[src/hw/rtl/dcp_pkg.sv]
// Shared constants and types for the decreasing chain partitioner.
`timescale 1ns / 1ps

package dcp_pkg;

    localparam int MAX_TRACKS = 64;
    localparam int VALUE_BITS = 16;

    // Track address and track count widths
    localparam int IDX_W = $clog2(MAX_TRACKS);
    localparam int CNT_W = $clog2(MAX_TRACKS + 1);

    // Fixed port widths
    localparam int CAR_W = 16;
    localparam int TRK_W = 7;

    typedef logic [VALUE_BITS-1:0] value_t;
    typedef logic [IDX_W-1:0]      idx_t;
    typedef logic [CNT_W-1:0]      cnt_t;

    // Track top memory access from the search engine
    typedef struct packed {
        logic   rd_en;
        idx_t   rd_addr;
        logic   wr_en;
        idx_t   wr_addr;
        value_t wr_data;
    } mem_req_t;

    // One placement result
    typedef struct packed {
        logic [TRK_W-1:0] track_index;
        logic             in_first_chain;
        logic [TRK_W-1:0] tracks_used;
        logic             overflow;
        logic             done_res;
    } res_t;

endpackage

[src/hw/rtl/dcp_ram.sv]
// Generic single-write, single-read RAM with registered read data.
`timescale 1ns / 1ps

module dcp_ram #(
    parameter int WIDTH = 16,
    parameter int DEPTH = 64
) (
    input  logic                     clk,
    input  logic                     wr_en,
    input  logic [$clog2(DEPTH)-1:0] wr_addr,
    input  logic [WIDTH-1:0]         wr_data,
    input  logic                     rd_en,
    input  logic [$clog2(DEPTH)-1:0] rd_addr,
    output logic [WIDTH-1:0]         rd_data
);

    logic [WIDTH-1:0] mem [DEPTH];

    always_ff @(posedge clk)
    begin
        if (wr_en)
        begin
            mem[wr_addr] <= wr_data;
        end
        if (rd_en)
        begin
            rd_data <= mem[rd_addr];
        end
    end

endmodule

[src/hw/rtl/dcp_search.sv]
// Binary search over the track tops, placement and track count bookkeeping.
`timescale 1ns / 1ps

module dcp_search (
    input  logic                   clk,
    input  logic                   rst_n,
    input  logic                   in_valid,
    output logic                   in_stall,
    input  logic [15:0]            car_value,
    input  logic                   last,
    output dcp_pkg::mem_req_t      req,
    input  dcp_pkg::value_t        rd_data,
    input  logic                   res_free,
    output logic                   res_valid,
    output dcp_pkg::res_t          res
);
    import dcp_pkg::*;

    typedef enum logic [1:0] {
        ST_IDLE,
        ST_SEARCH,
        ST_COMPARE,
        ST_PLACE
    } state_t;

    state_t state_reg, state_next;
    cnt_t   lo_reg, lo_next;
    cnt_t   hi_reg, hi_next;
    cnt_t   mid_reg, mid_next;
    cnt_t   open_reg, open_next;
    logic   ovf_reg, ovf_next;
    value_t value_reg, value_next;
    logic   last_reg, last_next;

    cnt_t   mid;
    cnt_t   pos;
    cnt_t   open_after;
    logic   ovf_after;
    logic   [CNT_W:0] pos_plus;

    assign mid      = lo_reg + ((hi_reg - lo_reg) >> 1);
    assign in_stall = (state_reg != ST_IDLE);

    // Placement once the search has converged on lo
    always_comb
    begin
        pos        = lo_reg;
        open_after = open_reg;
        ovf_after  = ovf_reg;
        if (lo_reg >= open_reg)
        begin
            if (open_reg < CNT_W'(MAX_TRACKS))
            begin
                pos        = open_reg;
                open_after = open_reg + CNT_W'(1);
            end
            else
            begin
                // all tracks open: saturate onto the last one
                pos       = CNT_W'(MAX_TRACKS - 1);
                ovf_after = 1'b1;
            end
        end
    end

    assign pos_plus = {1'b0, pos} + (CNT_W+1)'(1);

    always_comb
    begin
        res.track_index    = TRK_W'(pos_plus);
        res.in_first_chain = (pos == '0);
        res.tracks_used    = TRK_W'(open_after);
        res.overflow       = ovf_after;
        res.done_res       = last_reg;
    end

    always_comb
    begin
        state_next  = state_reg;
        lo_next     = lo_reg;
        hi_next     = hi_reg;
        mid_next    = mid_reg;
        open_next   = open_reg;
        ovf_next    = ovf_reg;
        value_next  = value_reg;
        last_next   = last_reg;
        req.rd_en   = 1'b0;
        req.rd_addr = IDX_W'(mid);
        req.wr_en   = 1'b0;
        req.wr_addr = IDX_W'(pos);
        req.wr_data = value_reg;
        res_valid   = 1'b0;

        case (state_reg)
            ST_IDLE:
            begin
                if (in_valid)
                begin
                    value_next = VALUE_BITS'(car_value);
                    last_next  = last;
                    lo_next    = '0;
                    hi_next    = open_reg;
                    state_next = ST_SEARCH;
                end
            end
            ST_SEARCH:
            begin
                if (lo_reg < hi_reg)
                begin
                    req.rd_en  = 1'b1;
                    mid_next   = mid;
                    state_next = ST_COMPARE;
                end
                else
                begin
                    state_next = ST_PLACE;
                end
            end
            ST_COMPARE:
            begin
                if (rd_data > value_reg)
                begin
                    hi_next = mid_reg;
                end
                else
                begin
                    lo_next = mid_reg + CNT_W'(1);
                end
                state_next = ST_SEARCH;
            end
            ST_PLACE:
            begin
                if (res_free)
                begin
                    req.wr_en  = 1'b1;
                    res_valid  = 1'b1;
                    open_next  = last_reg ? '0 : open_after;
                    ovf_next   = last_reg ? 1'b0 : ovf_after;
                    state_next = ST_IDLE;
                end
            end
            default:
            begin
                state_next = ST_IDLE;
            end
        endcase
    end

    always_ff @(posedge clk or negedge rst_n)
    begin
        if (!rst_n)
        begin
            state_reg <= ST_IDLE;
            open_reg  <= '0;
            ovf_reg   <= 1'b0;
            lo_reg    <= '0;
            hi_reg    <= '0;
        end
        else
        begin
            state_reg <= state_next;
            open_reg  <= open_next;
            ovf_reg   <= ovf_next;
            lo_reg    <= lo_next;
            hi_reg    <= hi_next;
        end
    end

    always_ff @(posedge clk)
    begin
        mid_reg   <= mid_next;
        value_reg <= value_next;
        last_reg  <= last_next;
    end

    a_open_bounded: assert property (@(posedge clk) disable iff (!rst_n)
        open_reg <= CNT_W'(MAX_TRACKS))
        else $error("open track count above capacity");

    a_compare_after_read: assert property (@(posedge clk) disable iff (!rst_n)
        state_reg == ST_COMPARE |-> $past(req.rd_en))
        else $error("compare without a preceding memory read");

    a_window_ordered: assert property (@(posedge clk) disable iff (!rst_n)
        state_reg != ST_IDLE |-> lo_reg <= hi_reg && hi_reg <= open_reg)
        else $error("search window out of order");

    a_result_in_place: assert property (@(posedge clk) disable iff (!rst_n)
        res_valid |-> state_reg == ST_PLACE && req.wr_en && pos < CNT_W'(MAX_TRACKS))
        else $error("result issued outside placement");

endmodule

[src/hw/rtl/decreasing_chain_partitioner.sv]
// Top level: track top memory, search engine and output register.
//
// Splits a stream of car numbers into the fewest strictly decreasing chains.
// Input channel: in_valid / in_stall with car_value and last. Output channel:
// out_valid / out_stall with track_index, in_first_chain, tracks_used,
// overflow and done_res, one result transaction per input transaction.
// One element is handled at a time. Each binary search step is one read of
// the track top memory (registered read data) followed by one compare.
// The next element can be accepted in the cycle after a result is produced.
// The result sits in an output register; the next element is accepted while
// it waits, but its own result is held back until the register is free.
// While out_valid and out_stall are both high the output payload holds steady.
// Reset clears the track count and overflow flag; the track top memory needs
// no clearing since only entries below the count are read. An element with
// last set ends the sequence and the count and overflow start afresh.
`timescale 1ns / 1ps

module decreasing_chain_partitioner (
    input  logic                      clk,
    input  logic                      rst_n,
    input  logic                      in_valid,
    output logic                      in_stall,
    input  logic [15:0]               car_value,
    input  logic                      last,
    output logic                      out_valid,
    input  logic                      out_stall,
    output logic [6:0]                track_index,
    output logic                      in_first_chain,
    output logic [6:0]                tracks_used,
    output logic                      overflow,
    output logic                      done_res
);
    import dcp_pkg::*;

    mem_req_t req;
    value_t   rd_data;
    logic     res_free;
    logic     res_valid;
    res_t     res;

    logic     out_valid_reg, out_valid_next;
    res_t     out_reg;

    dcp_ram #(
        .WIDTH(VALUE_BITS),
        .DEPTH(MAX_TRACKS)
    ) u_tops (
        .clk     (clk),
        .wr_en   (req.wr_en),
        .wr_addr (req.wr_addr),
        .wr_data (req.wr_data),
        .rd_en   (req.rd_en),
        .rd_addr (req.rd_addr),
        .rd_data (rd_data)
    );

    dcp_search u_search (
        .clk       (clk),
        .rst_n     (rst_n),
        .in_valid  (in_valid),
        .in_stall  (in_stall),
        .car_value (car_value),
        .last      (last),
        .req       (req),
        .rd_data   (rd_data),
        .res_free  (res_free),
        .res_valid (res_valid),
        .res       (res)
    );

    assign res_free = !out_valid_reg || !out_stall;

    always_comb
    begin
        out_valid_next = out_valid_reg;
        if (res_valid)
        begin
            out_valid_next = 1'b1;
        end
        else if (!out_stall)
        begin
            out_valid_next = 1'b0;
        end
    end

    always_ff @(posedge clk or negedge rst_n)
    begin
        if (!rst_n)
        begin
            out_valid_reg <= 1'b0;
        end
        else
        begin
            out_valid_reg <= out_valid_next;
        end
    end

    always_ff @(posedge clk)
    begin
        if (res_valid)
        begin
            out_reg <= res;
        end
    end

    assign out_valid      = out_valid_reg;
    assign track_index    = out_reg.track_index;
    assign in_first_chain = out_reg.in_first_chain;
    assign tracks_used    = out_reg.tracks_used;
    assign overflow       = out_reg.overflow;
    assign done_res       = out_reg.done_res;

endmodule
[config.mk]
export PLATFORM = sky130hd
export DESIGN_NAME = decreasing_chain_partitioner
export DESIGN_NICKNAME = d
export VERILOG_FILES = /design/src/hw/rtl/dcp_pkg.sv /design/src/hw/rtl/dcp_ram.sv /design/src/hw/rtl/dcp_search.sv /design/src/hw/rtl/decreasing_chain_partitioner.sv
export SDC_FILE = /design/constraint.sdc
export NUM_CORES = 1
export LEC_CHECK = 0
export BUFFER_PORTS_ARGS = -buffer_cell sky130_fd_sc_hd__buf_2
export CORE_MARGIN = 10
export CORE_UTILIZATION = 40
export DETAILED_ROUTE_END_ITERATION = 7
export GPL_ROUTABILITY_DRIVEN = 0
export PLACE_DENSITY = 0.56
export SLEW_MARGIN = 20
export SYNTH_ARGS = -nofsm -noshare
export SYNTH_HDL_FRONTEND = slang
export SYNTH_HIERARCHICAL = 1
export SYNTH_SLANG_ARGS = --single-unit
[constraint.sdc]
create_clock -name clk -period 5.4 [get_ports clk]
set_clock_uncertainty 0.2 [all_clocks]
set_input_delay 1.08 -clock clk [delete_from_list [all_inputs] [get_ports clk]]
set_output_delay 1.08 -clock clk [all_outputs]
set_load 0.02 [all_outputs]
**Word level (Yosys, flattened, before mapping)**

Memories as Yosys holds them, arrays and structs flattened. A register that Yosys moved wholly into a read port is not among the register bits.
Index checks and enable logic that the tools add are counted.

- Add/subtract/negate cells: 5
- $lt $le $gt $ge: 4
- Equality and inequality tests: 8
- Multiplexer cells: 26
- Reduce and logical (&&, ||, !) cells: 13

Operator list:

| kind | count |
|---|---|
| 2-to-1 mux 7 bit | 9 |
| case mux 7 bit (2 select lines) | 2 |
| adder 7 x 1 -> 7 bit (second input constant) | 3 |
| greater-than comparator 16 bit | 1 |
| 2-to-1 mux 1 bit | 12 |
| case mux 2 bit (4 select lines) | 1 |
| AND reduction 2 bit | 4 |
| adder 7 x 6 -> 7 bit | 1 |
| greater-or-equal comparator 7 bit | 1 |
| logical NOT 7 bit | 1 |
| < comparator 7 bit | 1 |
| < comparator 7 bit (second input constant) | 1 |
| subtractor 7 bit | 1 |
| != test 2 bit (second input constant) | 3 |
| AND reduction 3 bit | 2 |
| equality test 2 bit (second input constant) | 2 |
| 2-to-1 mux 2 bit | 2 |
| != test 2 x 1 -> 1 bit (second input constant) | 2 |
| nonzero test 2 bit | 2 |
| equality test 2 x 1 -> 1 bit (second input constant) | 1 |
| logical NOT 1 bit | 2 |
| logical NOT 2 bit | 1 |
| logical OR 1 bit | 1 |

- Flip-flop bits (word level): 66
- RAM bits: 1024
- Bits of input ports: 21
- Output and inout bits: 19
- Logic and storage cells: 71
- Memories kept: 1

Memory list:

| memory | words | width | rd ports | clocked after memory_dff | wr ports | RTL line | text |
|---|---|---|---|---|---|---|---|
| u_tops.mem | 64 | 16 | 1 | 1 | 1 | dcp_ram.sv:17 | `logic [WIDTH-1:0] mem [DEPTH];` |

**Depth between registers and ports, before layout**

- Depth after elaboration: 6
- Gate-level depth with buffers: 19
- Mapped depth without buffers: 16

**Hierarchy**

The synthesis kept the hierarchy.

By module, submodules not included:

| module | times used | cells an instance | area an instance (um^2) | sequential area each (um^2) |
|---|---|---|---|---|
| dcp_ram | 1 | 1829 | 40202.3 | 31230.0 |
| dcp_search | 1 | 364 | 3555.9 | 1321.3 |
| decreasing_chain_partitioner | 1 | 20 | 546.8 | 535.5 |

**Worst setup path before layout**

Ideal clock, no wire load.

- Kind: input -> register
- From: input out_stall
- To: memory u_tops.mem[49][0], enable pin
- Setup time: 409 ps
- Arrival: 3571 ps
- Required time: 4791 ps
- Slack: 1220 ps
- Stages on the path: 7
- Path buffers: 1
- Cell sequence: nand2_1 > nand3_1 > inv_1 > buf_4 > nor2b_1 > nand4_1 > nor3_1

RTL lines:

| item | RTL line | text |
|---|---|---|
| start, declared | decreasing_chain_partitioner.sv:26 | `input logic out_stall,` |
| end, declared | dcp_ram.sv:17 |  |

==> flow_summary_export.csv <==
group,metric,value,unit
die,initial_core_util,0.401,
die,die_area,124000,sq um
synth,syn_area_per_cell,20.0,sq um
setup_path,critPathMaxFanout,22,
setup_path,critPathTopFamily,"adder cells",
placement,dp_hpwl,69800,microns
timing,rsz0062_at_grt,"false",
cells_and_area,final_area,50700,sq um
setup_path,critPathBufInv,2,
cts,clk_path_buf_depth,3,
setup_path,slowest_stage,"fa_4",
cts,clk_pin_slew,0.06,ns
synth,ys_types,76,
setup_path,critPathRequiredTime,5.60,ns
grt,overflow,0,
setup_path,crit_chain,"ha_1, inv_1, fa_1, ha_4, fa_4, buf_4, mux2i_1, a22oi_1, a31oi_1, a311oi_1",
setup_path,crit_type,"register to register",
route,first_pass_iters,8,
timing,setup_viol,0,
synth,synthArstFlopShare,0.0226,
cts,hold_buffers,0,
placement,port_buffers,39,
cts,clock_latency,0.72,ns
cts,cts-root-buf,"clkbuf_16",
timing,fin_setup_tns,0,ns
cells_and_area,drive_above_1_share,0.258,
synth,yosysWarnings,6,
die,fp.dieW,353,microns
grt,track_usage,0.178,
die,die_h,353,microns
setup_path,timing.rr.end,"u_tops/rd_data[0]",
die,core_area,110000,sq um
route,wl_per_cell,28.2,microns
route,wl,112000,microns
grt,antenna_found_initial,2,
cells_and_area,syn_to_final_growth,14.4,%
grt,grt_pass1_vias,22700,
setup_path,worstSetupStartpointType,"register",
outcome,status,"completed",
timing,clock.fmax,195,MHz
run,maxCapViolCount,0,
cts,cts_buffers,112,
setup_path,arrival,5.32,ns
cts,clock-sinks,1106,
placement,dpl_cell_area,47000,sq um
grt,grt_max_degree,65,
timing,fin_crit_sh,0.948,
synth,synth_fp_nets,2278,
die,rows,122,
cells_and_area,fin_nets,2475,
timing,finalHoldViolCount,0,
route,dr.first_iter.drc_count,2479,
setup_path,reg2reg_slack,0.28,ns
timing,slew_viol_final,0,
setup_path,worstSetupEndpointType,"register",
die,num_io_pins,40,
synth,syn_inst,2213,
route,drc,0,
cells_and_area,largest_reg_flops,1024,
setup_path,critPathCapture,"u_tops/rd_data[0]",
timing,min_period,5.12,ns
setup_path,slowest_delay,1.18,ns
synth,synth.cell_area,44300,sq um
route,antenna_left,0,
synth,synth-main-ff-cell,"edfxtp_1",
synth,synth_edf_count,1081,
cts,htreeDepth,3,
timing,slew_headroom,0.289,
synth,yosysSeqAreaShare,0.747,
cts,cts_tree,"done",
setup_path,cp.depth,10,
route,vias,22400,
grt,grt_pass1_wl,164000,microns
setup_path,ff2ff_path_depth,10,
timing,worst_slew_pin_slew,1.06,ns
synth,synth_seq_cells,1106,
worst_hold_path,min_path_type,"primary input to async pin",
setup_path,crit_path_start,"u_search/lo_reg[0]",
route,vias_per_cell,5.61,
setup_path,timing.rr.start,"u_search/lo_reg[0]",
## area by class of cell
cell class	instances	area (sq um)
Inverter	43	161
Tap cell	1488	1860
Fill cell	9249	59700
Timing Repair Buffer	203	1600
Clock buffer	142	2990
Sequential cell	1106	33100
Antenna cell	1	2.50
Clock inverter	62	651
Multi-Input combinational cell	944	10300
## stage by stage
step           std cells  utilization  hold slack (ns)  worst slack, ns
2_1_floorplan       2213            -            0.284             1.22
3_3_place_gp        3779        0.425            0.279           0.0266
3_5_place_dp        3779        0.426            0.286            0.243
4_1_cts             3983        0.458            0.176            0.171
5_1_grt             3988        0.459            0.216           0.0745
6_report            3989        0.459            0.197            0.279
## metal layers
metal  vias up  wire length [microns]  GRT usage
met5         -                     11          0
met3       156                   7610     0.0338
li1       9491                      -          -
met4         2                   2620     0.0463
met2       811                  55100      0.293
met1     11900                  47100      0.243
## cell usage after synthesis, types with 22 or more instances
cell      instances  area [sq um]
edfxtp_1       1081         32500
mux4_2          220          4950
nor2_1           89           334
mux2i_1          86           861
nand2_1          84           315
ha_1             42           526
inv_1            41           154
a22oi_1          40           300
buf_2            39           195
nand3_1          35           175
a21oi_1          34           170
mux2_2           34           383
nor2b_1          34           213
o21ai_0          30           150
clkbuf_1         26          97.6
dfrtp_1          25           626
buf_4            22           165
## placed cells by master (no fill, tap or decap), drive strengths merged, types with 8 or more instances in the layout
master / count
mux2: 34
a311oi: 8
nand3: 35
nand4: 18
xor2: 10
xnor2: 11
a221oi: 16
a31oi: 12
a41oi: 8
a21oi: 34
mux2i: 86
bufinv: 12
edfxtp: 1081
a22oi: 40
a211o: 8
clkinv: 40
buf: 203
ha: 42
mux4: 224
nor2b: 34
a211oi: 11
inv: 46
o21ai: 33
nand2: 87
nor2: 93
clkbuf: 142
dfrtp: 25
## worst min-delay path by stage
stage                                   from                   end  slack [ns]  cells after the start
final                                  rst_n  u_search/open_reg[0]        0.20                      1
after global routing                   rst_n    u_search/hi_reg[3]        0.22                      1
after CTS                              rst_n             out_valid        0.18                      1
after detailed placement           out_valid             out_valid        0.29                      1
after global placement             out_valid             out_valid        0.28                      1
after floorplan           u_search/hi_reg[2]    u_search/hi_reg[2]        0.28                      1
## repair_timing
item,CTS,global route
endpoints found under the setup margin,0,12
resized for setup,0,2
setup buffers,0,5
## cell families after synthesis
kind of cell	count (synthesis)	synth area share
simple gates	303	0.0334
xor+xnor	21	0.00415
mux	344	0.142
buf+inv	163	0.0226
fa+ha+maj	44	0.0128
flops	1106	0.747
compound gates	232	0.0381
Power is not shown: default switching activity piles up to over one toggle a cycle in this logic, so the estimate is an artifact.
